<file path="config.mk">
export PLATFORM = sky130hd
export DESIGN_NAME = two_dim_parity_checker_core
export DESIGN_NICKNAME = d
export VERILOG_FILES = /design/src/rtl/tdpc_pkg.sv /design/src/rtl/tdpc_lane.sv /design/src/rtl/tdpc_merge.sv /design/src/rtl/two_dim_parity_checker_core.sv
export SDC_FILE = /design/constraint.sdc
export NUM_CORES = 1
export LEC_CHECK = 0
export BUFFER_PORTS_ARGS = -buffer_cell sky130_fd_sc_hd__clkbuf_2
export CAP_MARGIN = 20
export CORE_ASPECT_RATIO = 0.75
export CORE_MARGIN = 1
export CORE_UTILIZATION = 40
export CTS_CLUSTER_SIZE = 20
export DETAILED_ROUTE_END_ITERATION = 10
export GPL_TIMING_DRIVEN = 0
export HOLD_SLACK_MARGIN = 0.05
export SYNTH_ARGS = -nofsm -noshare
export SYNTH_HDL_FRONTEND = slang
export SYNTH_SLANG_ARGS = --single-unit
</file>
<file path="constraint.sdc">
create_clock -name clk -period 5.55 [get_ports clk]
set_input_delay 0.555 -clock clk [delete_from_list [all_inputs] [get_ports clk]]
set_output_delay 0.555 -clock clk [all_outputs]
set_load 0.05 [all_outputs]
</file>
<file path="src/rtl/tdpc_pkg.sv">
// Shared types and constants for the two-dimensional parity checker.
// Used by tdpc_lane, tdpc_merge and two_dim_parity_checker_core.
package tdpc_pkg;

  // Fixed field widths of the row transaction and the result.
  localparam int PIX_W      = 32;
  localparam int LANE_W     = 8;
  localparam int N_LANES    = PIX_W / LANE_W;
  localparam int LANE_IDX_W = $clog2(LANE_W);
  localparam int IDX_W      = 5;
  localparam int RIDX_W     = 6;
  localparam int CNT_W      = 2;

  // Result status codes.
  typedef enum logic [1:0] {
    ST_CORRECT  = 2'd0,
    ST_REPAIR   = 2'd1,
    ST_UNREPAIR = 2'd2
  } status_t;

  // What one lane finds in its slice of the operand word.
  typedef struct packed {
    logic                  par;
    logic                  found;
    logic [LANE_IDX_W-1:0] first;
    logic [CNT_W-1:0]      cnt;
  } lane_res_t;

  // What the merging stage makes of all lanes.
  typedef struct packed {
    logic             par;
    logic             found;
    logic [IDX_W-1:0] first;
    logic [CNT_W-1:0] cnt;
  } col_res_t;

endpackage

</file>
<file path="src/rtl/tdpc_lane.sv">
// One lane of the checker: parity, first set bit and saturated set-bit
// count over an LANE_W-bit slice. Depends on tdpc_pkg.
module tdpc_lane (
  input  logic [tdpc_pkg::LANE_W-1:0] slice_i,
  output tdpc_pkg::lane_res_t         res_o
);
  import tdpc_pkg::*;

  // Scan the slice from the low bit upward.
  always_comb begin
    res_o = '0;
    for (int k = 0; k < LANE_W; k++) begin
      if (slice_i[k]) begin
        res_o.par = ~res_o.par;
        if (!res_o.found) begin
          res_o.found = 1'b1;
          res_o.first = LANE_IDX_W'(k);
        end
        if (res_o.cnt < CNT_W'(2)) begin
          res_o.cnt = res_o.cnt + CNT_W'(1);
        end
      end
    end
  end

endmodule

</file>
<file path="src/rtl/tdpc_merge.sv">
// Merging stage: combines the lane results into whole-row parity, the
// lowest set column and a count saturated at two. Depends on tdpc_pkg.
module tdpc_merge (
  input  tdpc_pkg::lane_res_t lanes_i [tdpc_pkg::N_LANES],
  output tdpc_pkg::col_res_t  res_o
);
  import tdpc_pkg::*;

  localparam int SUM_W = $clog2(2 * N_LANES + 1);

  logic [SUM_W-1:0] sum;

  // Lowest lane with a set bit gives the first column.
  always_comb begin
    res_o = '0;
    sum   = '0;
    for (int l = 0; l < N_LANES; l++) begin
      res_o.par = res_o.par ^ lanes_i[l].par;
      sum       = sum + SUM_W'(lanes_i[l].cnt);
      if (lanes_i[l].found && !res_o.found) begin
        res_o.found = 1'b1;
        res_o.first = IDX_W'(l * LANE_W) + IDX_W'(lanes_i[l].first);
      end
    end
    res_o.cnt = (sum >= SUM_W'(2)) ? CNT_W'(2) : CNT_W'(sum);
  end

endmodule

</file>
<file path="src/rtl/two_dim_parity_checker_core.sv">
// Two-dimensional parity checker, top level. Depends on tdpc_pkg, tdpc_lane, tdpc_merge.
// Result path: a parity-row transaction passes the lane stage register, then the
// output register, before its result shows; data rows give no result.
// Throughput: one row transaction per cycle while in_ready is high; the lane stage
// holds a parity row only while a previous result still waits at the output register.
// Reset: synchronous active-low rst_n clears the pipeline valids, the column
// accumulator, the row counter, the bad-row tally and the first bad-row index.
module two_dim_parity_checker_core #(
  parameter int COLS = 32,
  parameter int ROWS = 32
) (
  input  logic                       clk,
  input  logic                       rst_n,
  input  logic                       in_valid,
  output logic                       in_ready,
  input  logic [tdpc_pkg::PIX_W-1:0] in_pixel_row,
  input  logic                       in_row_parity,
  input  logic                       in_is_parity_row,
  output logic                       out_valid,
  input  logic                       out_ready,
  output logic [1:0]                 out_status,
  output logic [tdpc_pkg::IDX_W-1:0] out_bad_row,
  output logic                       out_bad_row_found,
  output logic [tdpc_pkg::IDX_W-1:0] out_bad_col,
  output logic                       out_bad_col_found,
  output logic [tdpc_pkg::CNT_W-1:0] out_row_error_count,
  output logic [tdpc_pkg::CNT_W-1:0] out_col_error_count
);
  import tdpc_pkg::*;

  localparam int RCMP_W = RIDX_W + 1;

  // Column mask: only columns below COLS carry pixels.
  logic [PIX_W-1:0] col_mask;
  always_comb begin
    for (int k = 0; k < PIX_W; k++) begin
      col_mask[k] = (k < COLS);
    end
  end

  // Front-end state updated at acceptance.
  logic [PIX_W-1:0]  acc_r, acc_nxt;
  logic [RIDX_W-1:0] row_idx_r, row_idx_nxt;

  // Lane stage registers.
  logic              a_vld_r;
  logic              a_close_r;
  logic              a_counted_r;
  logic              a_rpar_r;
  logic [IDX_W-1:0]  a_idx_r;
  lane_res_t         a_lane_r [N_LANES];

  // Back-end state and output register.
  logic [CNT_W-1:0]  tally_r, tally_nxt;
  logic [IDX_W-1:0]  first_r, first_nxt;
  logic              out_vld_r;
  status_t           status_r;
  logic [IDX_W-1:0]  bad_row_r;
  logic              bad_row_found_r;
  logic [IDX_W-1:0]  bad_col_r;
  logic              bad_col_found_r;
  logic [CNT_W-1:0]  row_cnt_r;
  logic [CNT_W-1:0]  col_cnt_r;

  logic              in_acc;
  logic              a_adv;
  logic              counted;
  logic [PIX_W-1:0]  pix;
  logic [PIX_W-1:0]  operand;
  lane_res_t         lane_res [N_LANES];
  col_res_t          merged;
  status_t           status_nxt;

  // Handshake: the lane stage drains unless a parity row meets a full output.
  assign a_adv    = a_vld_r && (!a_close_r || !out_vld_r || out_ready);
  assign in_ready = !a_vld_r || a_adv;
  assign in_acc   = in_valid && in_ready;

  // Lane operand is the row itself, or the column syndrome on a parity row.
  assign pix     = in_pixel_row & col_mask;
  assign operand = in_is_parity_row ? ((acc_r ^ pix) & col_mask) : pix;
  assign counted = ({1'b0, row_idx_r} < RCMP_W'(ROWS));

  for (genvar l = 0; l < N_LANES; l++) begin : g_lane
    tdpc_lane u_lane (
      .slice_i (operand[l*LANE_W +: LANE_W]),
      .res_o   (lane_res[l])
    );
  end

  // Accumulator and row counter advance on each counted data row and clear on a parity row.
  always_comb begin
    acc_nxt     = acc_r;
    row_idx_nxt = row_idx_r;
    if (in_acc) begin
      if (in_is_parity_row) begin
        acc_nxt     = '0;
        row_idx_nxt = '0;
      end else if (counted) begin
        acc_nxt     = acc_r ^ pix;
        row_idx_nxt = row_idx_r + RIDX_W'(1);
      end
    end
  end

  always_ff @(posedge clk) begin
    if (!rst_n) begin
      acc_r     <= '0;
      row_idx_r <= '0;
      a_vld_r   <= 1'b0;
    end else begin
      acc_r     <= acc_nxt;
      row_idx_r <= row_idx_nxt;
      if (in_ready) begin
        a_vld_r <= in_valid;
      end
    end
  end

  // Lane stage payload.
  always_ff @(posedge clk) begin
    if (in_acc) begin
      a_close_r   <= in_is_parity_row;
      a_counted_r <= counted;
      a_rpar_r    <= in_row_parity;
      a_idx_r     <= row_idx_r[IDX_W-1:0];
      a_lane_r    <= lane_res;
    end
  end

  tdpc_merge u_merge (
    .lanes_i (a_lane_r),
    .res_o   (merged)
  );

  // Bad-row tally: record the first bad row and saturate the count at two; a parity row clears both.
  always_comb begin
    tally_nxt = tally_r;
    first_nxt = first_r;
    if (a_adv) begin
      if (a_close_r) begin
        tally_nxt = '0;
        first_nxt = '0;
      end else if (a_counted_r && (merged.par != a_rpar_r)) begin
        if (tally_r == '0) begin
          first_nxt = a_idx_r;
        end
        if (tally_r < CNT_W'(2)) begin
          tally_nxt = tally_r + CNT_W'(1);
        end
      end
    end
  end

  // Status classification from row tally and column count.
  always_comb begin
    if ((tally_r > CNT_W'(1)) || (merged.cnt > CNT_W'(1))) begin
      status_nxt = ST_UNREPAIR;
    end else if ((tally_r == '0) && (merged.cnt == '0)) begin
      status_nxt = ST_CORRECT;
    end else begin
      status_nxt = ST_REPAIR;
    end
  end

  always_ff @(posedge clk) begin
    if (!rst_n) begin
      tally_r   <= '0;
      first_r   <= '0;
      out_vld_r <= 1'b0;
    end else begin
      tally_r <= tally_nxt;
      first_r <= first_nxt;
      if (a_adv && a_close_r) begin
        out_vld_r <= 1'b1;
      end else if (out_ready) begin
        out_vld_r <= 1'b0;
      end
    end
  end

  // Result register loads when a parity row leaves the lane stage.
  always_ff @(posedge clk) begin
    if (a_adv && a_close_r) begin
      status_r        <= status_nxt;
      bad_row_r       <= (tally_r != '0) ? first_r : '0;
      bad_row_found_r <= (tally_r != '0);
      bad_col_r       <= merged.first;
      bad_col_found_r <= merged.found;
      row_cnt_r       <= tally_r;
      col_cnt_r       <= merged.cnt;
    end
  end

  assign out_valid           = out_vld_r;
  assign out_status          = status_r;
  assign out_bad_row         = bad_row_r;
  assign out_bad_row_found   = bad_row_found_r;
  assign out_bad_col         = bad_col_r;
  assign out_bad_col_found   = bad_col_found_r;
  assign out_row_error_count = row_cnt_r;
  assign out_col_error_count = col_cnt_r;

  // The input only stalls behind a parity row facing an occupied output.
  a_stall_cause: assert property (@(posedge clk) disable iff (!rst_n)
    !in_ready |-> (a_vld_r && a_close_r && out_vld_r && !out_ready))
    else $error("input stalled without a blocked parity row");

  // A correct status means no row and no column was flagged.
  a_correct_clean: assert property (@(posedge clk) disable iff (!rst_n)
    (out_valid && (out_status == ST_CORRECT)) |->
      (!out_bad_row_found && !out_bad_col_found))
    else $error("correct status with a flagged row or column");

  // Found flags agree with the saturated counts.
  a_found_count: assert property (@(posedge clk) disable iff (!rst_n)
    out_valid |-> ((out_bad_row_found == (out_row_error_count != '0)) &&
                   (out_bad_col_found == (out_col_error_count != '0))))
    else $error("found flag disagrees with error count");

  // A parity row leaving the lane stage always produces a result next cycle.
  a_result_follows: assert property (@(posedge clk) disable iff (!rst_n)
    (a_adv && a_close_r) |=> out_valid)
    else $error("parity row produced no result");

endmodule
</file>
### Word-level counts from Yosys, hierarchy flattened

Cells that the tools add are included.

* register bits after elaboration: 101
* bits of input ports: 38
* output and inout port bits: 20
* word-level logic and storage cells: 271

* add/sub/neg operators: 36
* magnitude comparators: 33
* eq/ne operators: 1
* multiplexer cells: 107
* bitwise gates (word level): 32
* reductions and logical operators: 29

Operators with widths (count)
* $mux 7: 32
* $mux 32: 3
* $mux 3: 28
* $mux 2: 32
* $add 2x1->2 const B: 29
* $lt 2x2->1 const B: 29
* $xor 32x32->32: 1
* $mux 6: 5
* $not 1->1: 28
* $mux 5: 4
* $reduce_bool 2->1: 6
* $add 4x2->4: 2
* $logic_and 1x1->1: 8
* $add 6x1->6 const B: 1
* $logic_not 1->1: 6
* $lt 6x6->1 const B: 1
* $reduce_and 3->1: 2
* $add 4x3->5 const A: 1
* $add 4x4->5 const A: 1
* $add 5x3->5 const A: 1
* $ge 4x2->1 const B: 1
* $gt 2x1->1 const B: 2
* $logic_not 2->1: 2
* $logic_or 1x1->1: 4
* 5 further kinds: 9

### Longest topological paths before layout

Gate-level depths: netlist (run 1).

* depth after elaboration: 24
* mapped depth: 25
* gate-level depth less buffers: 21

### By module

From an unflattened synthesis (run 1), not the netlist that was laid out.

* cell total of the unflattened synthesis: 793
* area total of the unflattened synthesis: 7516.0 µm²

Modules (own cells, without submodules)
* two_dim_parity_checker_core: times used 1, cells each 409, area an instance 4830.9 µm², seq. area each 2562.5 µm²
* tdpc_lane: times used 4, cells each 86, area an instance 596.8 µm², seq. area each 0.0 µm²
* tdpc_merge: times used 1, cells each 40, area an instance 297.8 µm², seq. area each 0.0 µm²

### Least setup slack after synthesis (run 1)

Ideal clock, no wire load.

* path kind: input to register
* start: in in_is_parity_row
* end: reg a_lane_r[7] (netlist bit) (data pin)
* setup time: 265 ps
* data arrival time: 4870 ps
* required time: 5285 ps
* path slack: 415 ps
* stages: 23
* buffers on the path: 4
* cell sequence: buf_4 buf_4 buf_2 clkbuf_1 nand2_1 xor2_1 ha_1 or3b_4 and2_1 ha_1 o21a_1 a31oi_4 inv_1 ha_1 nor2_1 a21oi_1 ha_1 nor2_1 a211oi_1 ha_1 mux2_2 ha_1 mux2i_1

RTL lines
* from (decl): line two_dim_parity_checker_core.sv:18 `input logic in_is_parity_row,`
* to (signal assigned): line two_dim_parity_checker_core.sv:127 `a_lane_r <= lane_res;`
* to (decl): line two_dim_parity_checker_core.sv:51 `lane_res_t a_lane_r [N_LANES];`

==> flow_metrics.py, run 1 <==
metrics = {
    "synth": {
        "synth_compound_area_share_pct": 19.3,
        "netlist_area_mm2": 0.00717,
        "synth_top_family_by_area": "simple AND/OR/NAND/NOR gates",
        "yosys-mux-area-fraction_pct": 2.11,
        "yosys_register_bits": 101,
        "synth_edf_count": 54,
        "syn_avg_cell_area_um2": 8.80,
        "synth-simple-area-share_pct": 20.5,
        "synthXorXnorAreaFrac_pct": 9.32,
        "yosys_warnings": 0,
        "ys_async_sr_fraction_pct": 0,
        "syn_nets": 901,
        "synth_cell_types": 78,
        "synthTopCellsByArea": "edfxtp_1 (23%), dfxtp_1 (13%), ha_1 (7.7%)",
        "synth_top_area_share_pct": 22.6,
        "synth_largest_area_cell": "edfxtp_1",
        "synth-adder-area-share_pct": 8.80,
        "synth_ff_type": "edfxtp_1",
        "syn_inst": 815,
        "ys_seq_area_share_pct": 35.7,
    },
    "pwr": {
        "power_density_mw_per_mm2": 269,
        "leakage_nw": 3.11,
        "ir_drop_v": 0.000183,
    },
    "critical_path": {
        "crit_slowest_cell": "or3b_4",
        "start_kind": "primary input",
        "path_common_cell": "ha_1",
        "crit_fanout": 28,
        "worstPathRequired_ns": 5.65,
        "cp_slowest_stage_delay_ns": 0.42,
        "arrival_ns": 5.31,
        "cp-end-kind": "flip-flop",
        "crit_type": "in -> reg",
        "path_cells": "clkbuf_2, buf_4, buf_6, nand2_1, xor2_2, ha_1, or3b_4, and2_1, ha_1, o21a_1, a31oi_4, inv_1, ha_1, nor2_1, a21oi_1, ha_1, nor2_1, a211oi_1, ha_1, mux2_2, ha_1, mux2i_1",
    },
    "finish": {
        "drive_above_1_share_pct": 12.4,
        "nFillCells": 1664,
        "final_cell_mix": "nand2_1 (98), o21ai_0 (90), nor2_1 (74)",
        "post-route-util_pct": 46.7,
        "diodes": 0,
        "areaGrowthSynthToFinish_pct": 11.8,
        "nNetsFinal": 959,
        "layout_commonest_cell": "nand2_1",
    },
    "floorplan": {
        "fp.dieH_um": 118,
        "io_pins": 58,
        "die-area_mm2": 0.0185,
        "start_util_pct": 41.7,
        "rows": 41,
        "coreArea_mm2": 0.0172,
        "die_x_um": 157,
    },
    "route": {
        "drt_iter0_drc": 339,
        "totalWireLength_um": 17000,
        "wl_per_cell_um": 15.3,
        "drc": 0,
        "antenna_left": 0,
        "drt_first_pass_iters": 5,
        "drt-vias-per-instance": 5.24,
        "vias": 5842,
    },
    "clocking": {
        "cts_tree": "yes",
        "cts_hold_buf": 0,
        "cts_buffers": 9,
        "clkLatencyLatePin_ns": 0.36,
        "cts.path.max_buffers": 2,
        "clkTransAtPathRegs_ns": 0.08,
        "clkSinkCount": 101,
        "cts_root_buf": "clkbuf_16",
        "ctsHtreeMaxLevel": 3,
        "post_cts_buffers": 0,
    },
    "timing": {
        "worst_pin_slew_ns": 1.01,
        "post-route-period-util_pct": 93.9,
        "finalSetupViolCount": 0,
        "final_hold_viol_count": 0,
        "finalMaxSlewViolations": 0,
        "relSlewSlack_pct": 31.6,
        "tns_ns": 0,
        "rsz0062_at_grt": "false",
        "post-route-min-period_ns": 5.21,
        "whs_ns": 0.380,
        "max_freq_mhz": 192,
        "clock_skew_ns": 0.0129,
    },
    "run_status": {
        "status": "complete, no violations",
    },
    "hold_path": {
        "worstHoldPathType": "in -> reg",
    },
    "grt": {
        "grt.total_usage_pct": 19.0,
        "grt_pass1_vias": 5181,
        "grt_overflow": 0,
        "grt_max_degree": 39,
        "grt_pass1_wl_um": 27400,
        "antenna_found_initial": 0,
    },
    "job": {
        "cap_violations": 0,
    },
    "place": {
        "post-dp-hpwl_um": 13100,
        "io_buffers": 49,
        "place_congestion": 0.875,
    },
}
## cell usage after synthesis (8+ instances only)
cell type and number:
nor3_1 8, xnor2_1 31, a31oi_1 10, nand2_1 98, nor2_1 74, dfxtp_1 47
a22o_1 9, edfxtp_1 54, a21boi_0 8, buf_2 9, o21ai_0 90, inv_1 33
mux2_2 9, and2_1 35, xor2_1 29, clkbuf_1 25, nor2b_1 20, nand4_1 9
a22oi_1 11, a21oi_1 28, ha_1 44, nand3_1 14
## per-stage QoR
stage / worst slack [ns] / total power [mW] / instances / instance area (µm²)
after floorplan: 0.415 / 1.36 / 815 / 7170
after global routing: 0.0782 / 2.28 / 1114 / 8020
after global placement: -0.988 / 1.51 / 1100 / 7710
final: 0.340 / 2.15 / 1114 / 8020
after CTS: 0.226 / 2.17 / 1114 / 8020
after detailed placement: -1.05 / 1.52 / 1100 / 7710
## worst max-delay path: cells and delay by family
family / cells / cell delay (ns)
AO/OA/AOI/OAI: 4 / 0.64
adder cells (fa/ha/maj): 6 / 1.85
XOR/XNOR: 1 / 0.20
multiplexers: 2 / 0.34
buffers and inverters: 4 / 0.85
AND/OR/NAND/NOR: 5 / 0.86
## worst paths after layout
check / from / end / slack, ns / cells past startpoint
max: in_is_parity_row / a_lane_r[7] / 0.34 / 22
min reg2reg: a_idx_r[1] / first_r[1] / 0.47 / 1
max reg2reg: acc_r[16] / a_lane_r[7] / 1.03 / 19
min: in_row_parity / a_rpar_r / 0.38 / 1
## repair_timing
action,in CTS,in global routing
gates resized for setup,1,1
setup endpoints to repair,7,2
cloned,0,0
## flip-flops by register name, indices dropped and copies added, names as in the netlist, 5 cells and up
name,cells
acc_r,32
a_lane_r,28
row_idx_r,6
a_idx_r,5
first_r,5
out_bad_col,5
out_bad_row,5
## area by class of cell
cell class                      instances  area (µm²)  area share [%]
Sequential cell                       101        2560            32.0
Inverter                               35         131            1.64
Clock buffer                            9         225            2.81
Clock inverter                          7        81.3            1.01
Buffer                                 37         168            2.09
Multi-Input combinational cell        640        4310            53.8
Tap cell                              236         295            3.68
Timing Repair Buffer                   49         245            3.06
## layer usage
layer / vias to the layer above / global-route usage (%) / share of wire (%)
li1: 2997 / - / -
met1: 2677 / 28.6 / 52
met2: 158 / 27.7 / 42
met3: 10 / 3.68 / 5.5
met4: 0 / 4.17 / 0.83
met5: - / 0 / 0
## logic make-up after synthesis
| group | count (synthesis) |
|---|---|
| AND/OR/NAND/NOR | 299 |
| AO/OA/AOI/OAI | 211 |
| flip-flops | 101 |
| buffers and inverters | 74 |
| XOR/XNOR | 68 |
| adder cells (fa/ha/maj) | 48 |
| multiplexers | 14 |
## power breakdown
part	leakage, nW	total [mW]	switching [mW]	internal [mW]
Clock	0.150	0.652	0.327	0.325
Sequential	0.885	0.884	0.0278	0.856
Combinational	2.07	0.618	0.360	0.258
Power figures use the tool's default switching activity.
==> run 2: changes to the inputs <==
- RECOVER_POWER: not set -> 25
- SLEW_MARGIN: not set -> 5
==> flow_metrics.py, run 2 (synthesis results as in run 1) <==
metrics = {
    "run_status": {
        "status": "complete, no violations",
    },
    "place": {
        "io_buffers": 49,
        "place_congestion": 0.875,
        "dp_cells": 1100,
        "post-dp-hpwl_um": 13100,
    },
    "finish": {
        "layout_commonest_cell": "nand2_1",
        "multi_input_area_mm2": 0.00431,
        "nNetsFinal": 959,
        "final_cells": 1114,
        "biggestRegsByFlops": "acc_r: 32 flops, a_lane_r: 28 flops, row_idx_r: 6 flops",
        "areaGrowthSynthToFinish_pct": 11.7,
        "largest_reg_flops": 32,
        "seqCellArea_mm2": 0.00256,
        "drive_above_1_share_pct": 11.3,
        "nFillCells": 1669,
        "final_cell_mix": "nand2_1 (98), o21ai_0 (90), nor2_1 (74)",
        "largest_register": "acc_r",
        "diodes": 0,
    },
    "clocking": {
        "cts_root_buf": "clkbuf_16",
        "post_cts_buffers": 0,
        "clkSinkCount": 101,
        "clkLatencyLatePin_ns": 0.36,
        "cts.path.max_buffers": 2,
        "cts_buffers": 9,
        "ctsHtreeMaxLevel": 3,
        "clkTransAtPathRegs_ns": 0.08,
        "cts_hold_buf": 0,
        "cts_tree": "yes",
    },
    "grt": {
        "grt.total_usage_pct": 19.0,
        "grt_overflow": 0,
        "grt_pass1_wl_um": 27400,
        "grt_pass1_vias": 5181,
        "grt_max_degree": 39,
        "antenna_found_initial": 0,
    },
    "route": {
        "wl_met2_um": 7070,
        "met1_length_um": 8940,
        "antenna_left": 0,
        "drt_first_pass_iters": 5,
        "wl_met3_um": 878,
        "drc": 0,
        "vias": 5849,
        "drt_iter0_drc": 333,
        "highest_layer": "met4",
        "totalWireLength_um": 17000,
        "wl_per_cell_um": 15.3,
        "drt-vias-per-instance": 5.25,
    },
    "critical_path": {
        "crit_fanout": 28,
        "crit_type": "in -> reg",
        "path_common_cell": "ha_1",
        "arrival_ns": 5.30,
        "critPathTopFamily": "adder cells",
        "cp-end-kind": "flip-flop",
        "path_buf_inv": 4,
        "cp_slowest_stage_delay_ns": 0.42,
        "path_cells": "clkbuf_2, buf_4, buf_6, nand2_1, xor2_2, ha_1, or3b_4, and2_1, ha_1, o21a_1, a31oi_4, inv_1, ha_1, nor2_1, a21oi_1, ha_1, nor2_1, a211oi_1, ha_1, mux2_2, ha_1, mux2i_1",
        "start_kind": "primary input",
        "crit_slowest_cell": "or3b_4",
        "worstPathRequired_ns": 5.65,
    },
    "timing": {
        "tns_ns": 0,
        "worst_pin_slew_ns": 1.01,
        "post-route-period-util_pct": 93.9,
        "rsz0062_at_grt": "false",
        "whs_ns": 0.380,
        "finalSetupViolCount": 0,
        "post-route-min-period_ns": 5.21,
        "relSlewSlack_pct": 31.7,
        "max_freq_mhz": 192,
        "final_hold_viol_count": 0,
        "finalMaxSlewViolations": 0,
        "clock_skew_ns": 0.0134,
    },
    "floorplan": {
        "start_util_pct": 41.7,
        "fp.dieH_um": 118,
        "rows": 41,
        "coreArea_mm2": 0.0172,
        "die-area_mm2": 0.0185,
        "io_pins": 58,
        "die_x_um": 157,
    },
    "pwr": {
        "switchingPower_mw": 0.716,
        "p_sw_share_pct": 33.3,
        "p_comb_share_pct": 28.7,
        "ir_drop_v": 0.000184,
        "clock_power_share_pct": 30.3,
        "p_int_mw": 1.44,
        "leakage_nw": 3.08,
        "p_seq_share_pct": 41.0,
        "totalPowerFinal_mw": 2.15,
        "power_density_mw_per_mm2": 269,
    },
    "hold_path": {
        "worstHoldPathType": "in -> reg",
    },
    "job": {
        "cap_violations": 0,
    },
}
## run 2: changes by cell type in the layout (fill, tap and decap cells not counted)
cell / before / now
clkbuf_1: 24 / 34
clkbuf_2: 49 / 39
## run 2: power by group through the flow
stage | Clock, mW | Sequential [mW] | Combinational, mW
detailed placement | 0 | 0.901 | 0.619
global placement | 0 | 0.901 | 0.611
finish | 0.653 | 0.884 | 0.618
CTS | 0.666 | 0.884 | 0.620
floorplan | 0 | 0.914 | 0.445
global route | 0.692 | 0.890 | 0.697
## run 2: per-stage QoR
step / instance area (µm²) / setup WS, ns / util, %
floorplan: 7170 / 0.415 / -
global placement: 7710 / -0.988 / 44.9
detailed placement: 7710 / -1.05 / 44.9
CTS: 8020 / 0.226 / 46.6
global route: 8010 / 0.0782 / 46.6
finish: 8010 / 0.341 / 46.6
## run 2: area by class of cell
| class | count | area share [%] |
|---|---|---|
| plain buffers | 37 | 2.09 |
| well taps | 236 | 3.69 |
| clock inverters | 7 | 1.02 |
| flip-flops and latches | 101 | 32.0 |
| clock buffers | 9 | 2.81 |
| multi-input cells | 640 | 53.8 |
| inverters | 35 | 1.64 |
| repair buffers | 49 | 2.91 |
## run 2: worst reg2reg max path, cell delays in order (launching register included)
cell      delay, ns
dfxtp_1        0.35
nand2_1        0.09
xor2_2         0.20
ha_1           0.41
or3b_4         0.42
and2_1         0.17
ha_1           0.29
o21a_1         0.14
a31oi_4        0.17
inv_1          0.06
ha_1           0.28
nor2_1         0.10
a21oi_1        0.06
ha_1           0.30
nor2_1         0.04
a211oi_1       0.27
ha_1           0.29
mux2_2         0.28
ha_1           0.28
mux2i_1        0.06
## run 2: final timing paths
kind | start | slack [ns] | cells past startpoint | to
hold / removal | in_row_parity | 0.38 | 1 | a_rpar_r
setup reg to reg | acc_r[16] | 1.02 | 19 | a_lane_r[7]
setup / recovery | in_is_parity_row | 0.34 | 22 | a_lane_r[7]
hold reg to reg | a_idx_r[1] | 0.47 | 1 | first_r[1]
## run 2: layer usage
metal	up-vias	track usage, %
met5	-	0
met4	0	4.17
met3	10	3.68
met2	151	27.7
met1	2690	28.6
li1	2998	-
## run 2: repair_timing
action	CTS	global route
hold endpoints to repair	0	0
endpoints found under the setup margin	7	2
resized for setup	1	1
==> run 3: changes to the inputs <==
- SETUP_SLACK_MARGIN: not set -> 0.4
- clock period: 5.55 -> 6.2 ns (I/O delays scaled with it)
==> flow_metrics.py, run 3 (synthesis results as in run 1) <==
metrics = {
    "run_status": {
        "status": "complete, no violations",
    },
    "hold_path": {
        "min_to": "a_rpar_r",
        "hold_start": "in_row_parity",
        "hold_depth": 1,
        "worstHoldPathType": "in -> reg",
    },
    "clocking": {
        "post_cts_buffers": 0,
        "cts_root_buf": "clkbuf_16",
        "cts.path.max_buffers": 2,
        "clkLatencyLatePin_ns": 0.36,
        "cts_buffers": 9,
        "cts_hold_buf": 0,
        "ctsHtreeMaxLevel": 3,
        "clkSinkCount": 101,
        "clkTransAtPathRegs_ns": 0.08,
        "cts_tree": "yes",
    },
    "floorplan": {
        "start_util_pct": 41.7,
        "coreArea_mm2": 0.0172,
        "die-area_mm2": 0.0185,
        "rows": 41,
        "fp.dieH_um": 118,
        "die_x_um": 157,
        "io_pins": 58,
    },
    "finish": {
        "layout_commonest_cell": "nand2_1",
        "areaGrowthSynthToFinish_pct": 12.3,
        "drive_above_1_share_pct": 12.3,
        "largest_register": "acc_r",
        "biggestRegsByFlops": "acc_r: 32 flops, a_lane_r: 28 flops, row_idx_r: 6 flops",
        "final_cell_mix": "nand2_1 (98), o21ai_0 (90), nor2_1 (74)",
        "final_cells": 1116,
        "diodes": 0,
        "post-route-util_pct": 46.8,
        "largest_reg_flops": 32,
        "nNetsFinal": 961,
        "nFillCells": 1666,
    },
    "place": {
        "dpl_worst_slack_ns": -0.460,
        "io_buffers": 49,
        "dp_cells": 1100,
        "place_congestion": 0.875,
        "post-dp-hpwl_um": 13100,
    },
    "timing": {
        "clock_skew_ns": 0.0111,
        "max_freq_mhz": 179,
        "rsz0062_at_grt": "true",
        "post-route-period-util_pct": 89.9,
        "finalMaxSlewViolations": 0,
        "finalSetupViolCount": 0,
        "worst_pin_slew_ns": 1.03,
        "post-route-min-period_ns": 5.57,
        "relSlewSlack_pct": 30.7,
        "final_hold_viol_count": 0,
        "setup_slack_ns": 0.625,
    },
    "critical_path": {
        "start_kind": "primary input",
        "cp-end-kind": "flip-flop",
        "path_common_cell": "ha_1",
        "crit_fanout": 10,
        "crit_slowest_cell": "or3b_4",
        "crit_type": "in -> reg",
        "worstPathRequired_ns": 6.30,
        "worst_r2r_endpoint": "a_lane_r[7]",
        "arrival_ns": 5.67,
        "path_cells": "buf_2, buf_4, buf_4, clkbuf_4, clkbuf_8, nand2_1, xor2_2, ha_1, or3b_4, and2_1, ha_1, o21a_1, a31oi_4, inv_1, ha_1, nor2_1, a21oi_1, ha_1, nor2_1, a211oi_2, ha_1, mux2_2, ha_1, mux2i_1",
        "ff2ff_setup_slack_ns": 1.76,
        "startpoint": "in_is_parity_row",
        "r2r_cells": 19,
        "reg2reg_from": "acc_r[16]",
        "cp_slowest_stage_delay_ns": 0.42,
    },
    "grt": {
        "grt_max_degree": 39,
        "grt_pass1_vias": 5199,
        "grt_pass1_wl_um": 27700,
        "grt.total_usage_pct": 19.3,
        "grt_overflow": 0,
        "antenna_found_initial": 0,
    },
    "route": {
        "totalWireLength_um": 17300,
        "drc": 0,
        "drt_iter0_drc": 364,
        "antenna_left": 0,
        "wl_per_cell_um": 15.5,
        "drt_first_pass_iters": 5,
        "vias": 5859,
        "drt-vias-per-instance": 5.25,
    },
    "job": {
        "cap_violations": 0,
    },
    "pwr": {
        "leakage_nw": 3.10,
        "power_density_mw_per_mm2": 240,
        "ir_drop_v": 0.000160,
    },
}
-- run 3: changes by cell type in the layout (fill, tap and decap cells not counted), sizes merged --
cell,delta
buf,+1
clkbuf,+1
-- run 3: repair_timing --
item	CTS	global route
resized for setup	4	6
pin swaps	0	0
setup endpoints to repair	6	4
endpoints found under the hold margin	0	0
-- run 3: power breakdown --
part | internal (mW) | switching, mW
Combinational | 0.233 | 0.326
Clock | 0.291 | 0.293
Sequential | 0.766 | 0.0251
Total | 1.29 | 0.644
-- run 3: worst max path at each step --
stage / cells past startpoint / to / slack, ns
after floorplan: 23 / a_lane_r[7] / 1.00
after global placement: 24 / a_lane_r[7] / -0.40
after detailed placement: 26 / a_lane_r[8] / -0.46
after CTS: 26 / a_lane_r[8] / 0.45
after global routing: 24 / a_lane_r[7] / 0.37
final: 24 / a_lane_r[7] / 0.63
-- run 3: layer usage --
layer,track usage [%],up-vias,routed length [µm]
met5,0,-,0
met4,4.17,0,159
met3,3.61,14,1040
met2,28.0,158,7140
met1,29.2,2683,8930
li1,-,3004,-
-- run 3: critical path: cells and delay by family --
family,cells,cell delay [ns]
mux,2,0.34
simple gates,5,0.84
compound gates,4,0.58
buf+inv,6,1.26
fa+ha+maj,6,1.82
xor+xnor,1,0.19
-- run 3: cell type report --
type,instances,area (µm²),share of cell area [%]
Tap cell,236,295,3.67
Clock inverter,7,81.3,1.01
Sequential cell,101,2560,31.8
Buffer,39,185,2.30
Timing Repair Buffer,49,236,2.94
Inverter,35,131,1.63
Multi-Input combinational cell,640,4330,53.8
Clock buffer,9,225,2.80
-- run 3: metrics by stage --
stage | area, µm² | setup TNS (ns) | hold WS, ns | power (mW)
3_5_place_dp | 7710 | -1.34 | 0.449 | 1.36
4_1_cts | 8030 | 0 | 0.442 | 1.95
6_report | 8050 | 0 | 0.442 | 1.93
3_3_place_gp | 7710 | -1.09 | 0.447 | 1.35
2_1_floorplan | 7170 | 0 | 0.435 | 1.22
5_1_grt | 8050 | 0 | 0.436 | 2.05
